**config.mk**
```make
export PLATFORM = sky130hd
export DESIGN_NAME = sprt_front
export DESIGN_NICKNAME = d
export VERILOG_FILES = /design/src/rtl/sprt_pkg.sv /design/src/rtl/sprt_front.sv
export SDC_FILE = /design/constraint.sdc
export NUM_CORES = 1
export LEC_CHECK = 0
export ABC_AREA = 1
export BUFFER_PORTS_ARGS = -buffer_cell sky130_fd_sc_hd__buf_2
export CORE_MARGIN = 2
export CORE_UTILIZATION = 52
export CTS_CLUSTER_DIAMETER = 40
export CTS_CLUSTER_SIZE = 25
export DETAILED_ROUTE_END_ITERATION = 6
export PLACE_DENSITY_LB_ADDON = 0.08
export SYNTH_ARGS = -nofsm -noshare
export SYNTH_HDL_FRONTEND = slang
export SYNTH_SLANG_ARGS = --single-unit
```
**constraint.sdc**
```tcl
create_clock -name i_clk -period 10.1 [get_ports i_clk]
set_input_delay 1.515 -clock i_clk [delete_from_list [all_inputs] [get_ports i_clk]]
set_output_delay 1.515 -clock i_clk [all_outputs]
set_load 0.02 [all_outputs]
```
**src/rtl/sprt_pkg.sv**
```systemverilog
`default_nettype none
package sprt_pkg;

    localparam int DEPTH   = 64;
    localparam int PTR_W   = (DEPTH > 1) ? $clog2(DEPTH) : 1;
    localparam int SEQ_W   = 64;
    localparam int MODE_W  = 3;
    localparam int STS_W   = 2;
    localparam int ACK_W   = 6;
    localparam int QDEPTH  = 2;
    localparam int QPTR_W  = (QDEPTH > 1) ? $clog2(QDEPTH) : 1;
    localparam int QCNT_W  = $clog2(QDEPTH + 1);

    localparam logic [ACK_W-1:0] ACK_MAX = '1;

    localparam logic [MODE_W-1:0] MODE_ADD    = 3'd0;
    localparam logic [MODE_W-1:0] MODE_ACK    = 3'd1;
    localparam logic [MODE_W-1:0] MODE_LOOKUP = 3'd2;
    localparam logic [MODE_W-1:0] MODE_SEARCH = 3'd3;
    localparam logic [MODE_W-1:0] MODE_MAP    = 3'd4;

    localparam logic [STS_W-1:0] STS_OK       = 2'd0;
    localparam logic [STS_W-1:0] STS_NOTFOUND = 2'd1;
    localparam logic [STS_W-1:0] STS_FULL     = 2'd2;

    typedef enum logic [2:0] {
        OP_NOP,
        OP_ADD,
        OP_ACK,
        OP_LOOKUP,
        OP_SEARCH,
        OP_MAP
    } t_op;

    typedef struct packed {
        t_op              op;
        logic [SEQ_W-1:0] seq;
        logic [SEQ_W-1:0] dseq;
    } t_cmd;

    typedef struct packed {
        logic [STS_W-1:0] status;
        logic [ACK_W-1:0] acked;
        logic             found;
        logic [SEQ_W-1:0] dout;
    } t_res;

    function automatic logic [PTR_W-1:0] inc_ptr(input logic [PTR_W-1:0] p);
        return (p == PTR_W'(DEPTH - 1)) ? '0 : p + PTR_W'(1);
    endfunction

endpackage
`default_nettype wire

```
**src/rtl/sprt_front.sv**
```systemverilog
`default_nettype none
module sprt_front
    import sprt_pkg::*;
(
    input  wire logic                 i_clk,
    input  wire logic                 i_rst_n,
    input  wire logic                 i_valid,
    output logic                      o_ready,
    input  wire logic [MODE_W-1:0]    i_mode,
    input  wire logic [SEQ_W-1:0]     i_seq,
    input  wire logic [SEQ_W-1:0]     i_dseq,
    output logic                      o_q_valid,
    input  wire logic                 i_q_ready,
    output t_cmd                      o_q_cmd
);

    t_cmd              r_q [QDEPTH];
    logic [QPTR_W-1:0] r_wp, n_wp;
    logic [QPTR_W-1:0] r_rp, n_rp;
    logic [QCNT_W-1:0] r_cnt, n_cnt;
    t_cmd              w_cmd;
    logic              w_push, w_pop;

    always_comb begin
        w_cmd.seq  = i_seq;
        w_cmd.dseq = i_dseq;
        case (i_mode)
            MODE_ADD:    w_cmd.op = OP_ADD;
            MODE_ACK:    w_cmd.op = OP_ACK;
            MODE_LOOKUP: w_cmd.op = OP_LOOKUP;
            MODE_SEARCH: w_cmd.op = OP_SEARCH;
            MODE_MAP:    w_cmd.op = OP_MAP;
            default:     w_cmd.op = OP_NOP;
        endcase
    end

    assign o_ready   = (r_cnt != QCNT_W'(QDEPTH));
    assign o_q_valid = (r_cnt != '0);
    assign o_q_cmd   = r_q[r_rp];
    assign w_push    = i_valid && o_ready;
    assign w_pop     = o_q_valid && i_q_ready;

    always_comb begin
        n_wp  = w_push ? r_wp + QPTR_W'(1) : r_wp;
        n_rp  = w_pop ? r_rp + QPTR_W'(1) : r_rp;
        n_cnt = r_cnt + QCNT_W'(w_push) - QCNT_W'(w_pop);
    end

    always_ff @(posedge i_clk) begin
        if (w_push) begin
            r_q[r_wp] <= w_cmd;
        end
    end

    always_ff @(posedge i_clk) begin
        if (!i_rst_n) begin
            r_wp  <= '0;
            r_rp  <= '0;
            r_cnt <= '0;
        end else begin
            r_wp  <= n_wp;
            r_rp  <= n_rp;
            r_cnt <= n_cnt;
        end
    end

endmodule
`default_nettype wire

```
==> After elaboration in Yosys (flattened, before gate mapping) <==
Memory sizes are Yosys's and may differ from the RTL's. A register that Yosys moved wholly into a read port is not among the register bits.
Index checks and enable logic that the tools add are counted.
{ "op_classes": {"n_mul": 0, "n_eq_ne": 5, "n_addsub": 4, "n_lt_le_gt_ge": 0, "div": 0, "n_bitwise": 0, "shift": 0, "n_mux": 5, "reduce_logical": 4} }
{ "ops": {"columns": ["op", "n"], "rows": [
  ["case mux 3 bit (5 select lines)", 1],
  ["== test 3 x 2 -> 1 bit, second input constant", 2],
  ["two-way mux 1 bit", 4],
  ["== test 3 x 1 -> 1 bit, second input constant", 1],
  ["== test 3 bit, second input constant", 1],
  ["zero test 3 bit", 1],
  ["adder 1 bit, second input constant", 2],
  ["adder 2 x 1 -> 2 bit", 1],
  ["logical AND 1 bit", 2],
  ["inequality test 2 bit, second input constant", 1],
  ["nonzero test 2 bit", 1],
  ["subtractor 2 x 1 -> 2 bit", 1]
]} }
{ "totals": {"rom_bits": 0, "latchBits": 0, "input_bits": 135, "ff_bits": 4, "mem_count": 1, "ramBits": 262} }
{ "memory_table": {"columns": ["memory", "words", "width", "rd", "rd_ports_with_merged_regs", "wr", "line", "rtl"], "rows": [
  ["r_q", 2, 131, 1, 1, 1, "sprt_front.sv:17", "t_cmd r_q [QDEPTH];"]
]} }

==> Logic depth before layout (Yosys ltp) <==
{ "logic_depth": {"ltp_word": 4, "mapped_depth": 11, "depth_no_buf": 11} }

==> Worst setup path after synthesis <==
OpenSTA, ideal clock, no wires.
{ "synth_path": {"path_kind": "input-to-reg", "from": "input i_valid", "to": "memory r_q[1][0] (netlist bit) (enable)", "path_slack_ns": 2.337, "arrival_ns": 7.138, "setup_time_ns": 0.625, "path_stages": 2, "path_buffers": 0, "cell_sequence": "nand2_1 nor2_1"} }
{ "synth_between": {"elab_chain_len": 3} }
{ "synth_lines": {"columns": ["item", "line", "rtl"], "rows": [
  ["start, declared", "sprt_front.sv:7", "input wire logic i_valid,"],
  ["logical AND 1 bit", "sprt_front.sv:40", "assign w_push = i_valid && o_ready;"],
  ["two-way mux 1 bit", "sprt_front.sv:50", "if (w_push) begin"],
  ["two-way mux 1 bit (implied by the code)", "sprt_front.sv:51", "r_q[r_wp] <= w_cmd;"],
  ["end, declared", "sprt_front.sv:17", null]
]} }
No other way between the ends.

==> implementation parameters <==
Parameter                              Value

Status
  Run status ... completed

Clock tree
  Clock slew at the register clock pins of the worst setup and hold paths ... ~0.050 ns
  Post-CTS setup buffer count ... 0
  Buffer cell driving the clock tree root ... sky130_fd_sc_hd__clkbuf_16
  Worst-Skew Late Latency ... around 0.5 ns
  CTS-repair resized insts ... 0
  Cts hold-fix bufs ... 0
  Clock buffer depth ... 3
  CTS buffer count ... 37
  TritonCTS clock tree ... done
  Clock tree sinks ... ~270
  Max H-tree Level ... 2

Setup path
  Arr. time, crit path ... about 3.4 ns
  Worst setup SP type ... flop
  End of the worst register-to-register path ... r_q[1][7]$_DFFE_PP_
  Worst endpoint required time ... ~8.6 ns
  Setup CP Type ... reg -> out
  Reg-to-reg critical path startpoint ... r_cnt[0]$_SDFF_PN0_
  Timing endpoint of the critical path ... o_q_cmd[106]
  Largest fanout on the critical path ... 50
  Setup slack on the worst flop-to-flop path ... 8.02 ns
  Register-to-Register Path Depth ... 5
  Critical Path Sink Type ... output pin

Timing
  Hold Violations, Final ... 0
  RSZ-0062 raised after global routing ... no
  Normalized max-slew margin ... between 20% and 30%
  Fin Setup TNS ... 0 ns
  Skew final ... 0.0102 ns
  Highest clock rate ... slightly above 200 MHz
  Worst setup slack after layout ... around 5.2 ns
  Min Clock Period, post-route ... around 4.9 ns
  Pin slew with the least headroom to its limit ... 1.06 ns
  Period utilization ... between 40% and 50%
  Number of max-slew violations in the final report ... 0
  Total setup violations reported at the end of the flow ... 0

Yosys
  Seq/Total Area, Yosys ... 79.0%
  Area contributors post-synth ... sky130_fd_sc_hd__edfxtp_1, sky130_fd_sc_hd__mux2_4, sky130_fd_sc_hd__mux2_2
  Number of instances in the synthesized netlist ... roughly 450
  Yosys top cell area share ... between 70% and 80%
  Synthesized netlist net count ... around 590
  Register bit count reported by yosys ... 267
  Cell type contributing the most total cell area after synthesis ... sky130_fd_sc_hd__edfxtp_1
  Synthesis warning total ... 0
  Unique masters post-synth ... 14
  Cell area after synthesis ... about 10000 um^2
  Average instance area after synthesis ... approximately 22 um^2

Routing
  Vias/cell ... between 4 and 5
  Iteration-0 DRC Markers ... around 230
  WL per Instance ... 18.4 um
  Detailed Routing Iterations Pass 1 ... 6
  Residual DRC ... 0
  Wire length reported by the detailed router ... around 19 mm
  Routed via count ... approximately 5000
  Post-route antenna net violation count ... 0

GRT
  Pin count of the biggest net entering global routing ... around 80
  Total gr overflow ... 0
  Overall Global Routing Usage ... between 10% and 20%
  Antenna violations before repair ... 1
  Wire length of the first global-routing pass ... around 28 mm
  Via count of the first global-routing pass ... ~5300

Cells and area
  Post-route non-filler standard cell count ... between 1000 and 1500
  Number of nets at the end of the flow ... approximately 880
  Share of final-layout standard cells stronger than drive strength 1 ... between 60% and 70%
  Area taken by multi-input logic gates ... 1960 um^2
  Most used cells in the layout excluding fill and tap cells ... sky130_fd_sc_hd__buf_2, sky130_fd_sc_hd__edfxtp_1, sky130_fd_sc_hd__mux2_4
  Most common library cell in the layout ignoring fill and taps ... sky130_fd_sc_hd__buf_2
  Seq. cell area ... between 7000 and 8000 um^2
  Area growth syn-to-layout ... 27.6%
  Post-route design area ... 12900 um^2
  Fillers ... between 1000 and 1500

Placed design
  Post-placement setup slack ... approximately 5.7 ns
  Final HPWL DP ... 12.5 mm
  Post-placement cell count ... about 970
  Port Buffers ... between 200 and 300
  Cell area reported after detailed placement ... approximately 12000 um^2
  Final weighted congestion of routability-driven global placement ... roughly 0.73

Pwr
  Peak ir drop on the vdd network ... 0.000184 V
  Leakage power summed over all cells ... just over 5 nW
  Total power divided by cell area ... ~280 nW/um^2

Die
  Starting density of the core ... a little over half
  Die Wd ... around 140 um
  Die H ... about 140 um
  Std-Cell Core Area ... ~19000 um^2
  Placement Rows ... 50
  Die area ... 20500 um^2
  Number of primary I/O pins ... between 200 and 300

Min path
  Worst hold-check path type ... reg -> reg

Job
  Max-capacitance violation count ... 0
sequential cells by signal, summed over array words and instances (netlist names), named ones only:
| register | cells |
|---|---|
| r_cnt | 2 |
| r_wp | 1 |
| r_rp | 1 |
| r_q | 262 |
cell type report:
type / count / share of cell area [%]
flip-flops and latches: 267 / 61.9
clock buffers: 39 / 7.25
well taps: 260 / 2.53
repair buffers: 273 / 10.7
inverters: 9 / 0.262
diodes: 1 / 0.0194
multi-input cells: 160 / 15.2
clock inverters: 25 / 2.09
Yosys cell counts (all sizes together):
cell and number:
nand2 11, dfxtp 5, buf 15, xnor2 1, inv 9, a21oi 4
nand3 1, nor2 11, mux2 131, edfxtp 262, ha 1
metal layers:
metal	global-route usage (%)	routed length, um
met5	0	20
met4	6.09	449
met3	6.00	1750
met2	29.4	9160
met1	22.7	7660
critical path, stage by stage (launching register included):
cell	delay, ns
sky130_fd_sc_hd__dfxtp_4	0.64
sky130_fd_sc_hd__buf_4	0.77
sky130_fd_sc_hd__buf_4	0.84
sky130_fd_sc_hd__mux2_4	0.36
sky130_fd_sc_hd__buf_2	0.17
kinds of logic (layout without fill, tap and decap cells):
group | count (synthesis) | in the layout | synth area share [%]
XOR/XNOR | 1 | 1 | 0.0868
flip-flops | 267 | 267 | 79.0
AND/OR/NAND/NOR | 23 | 23 | 0.868
adder cells (fa/ha/maj) | 1 | 1 | 0.124
buffers and inverters | 24 | 346 | 1.80
AO/OA/AOI/OAI | 4 | 4 | 0.198
multiplexers | 131 | 131 | 18.0
other | 0 | 1 | 0
metrics by stage:
step | hold slack (ns) | util [%] | total power, W
final | 0.505 | 68.1 | 0.00359
after global routing | 0.567 | 68.1 | 0.00373
after CTS | 0.509 | 68.1 | 0.00363
after detailed placement | 0.494 | 61.8 | 0.00238
after global placement | 0.481 | 61.8 | 0.00236
after floorplan | 0.467 | - | 0.00215
power breakdown:
part | internal [W] | switching, W | leakage (nW)
logic | 0.000374 | 0.000510 | 1.98
clock network | 0.000781 | 0.000456 | 0.584
registers | 0.00141 | 0.0000557 | 2.49
worst min-delay path by stage:
stage	from	end	slack (ns)	depth (start not counted)
floorplan	r_rp$_SDFFE_PN0P_	flop	0.47	2
global placement	r_rp$_SDFFE_PN0P_	r_rp$_SDFFE_PN0P_	0.48	2
detailed placement	r_rp$_SDFFE_PN0P_	r_rp$_SDFFE_PN0P_	0.49	2
CTS	r_rp$_SDFFE_PN0P_	r_rp$_SDFFE_PN0P_	0.51	2
global route	r_rp$_SDFFE_PN0P_	r_rp$_SDFFE_PN0P_	0.57	2
finish	r_rp$_SDFFE_PN0P_	r_rp$_SDFFE_PN0P_	0.50	2
(Power assumes the default switching activity.)
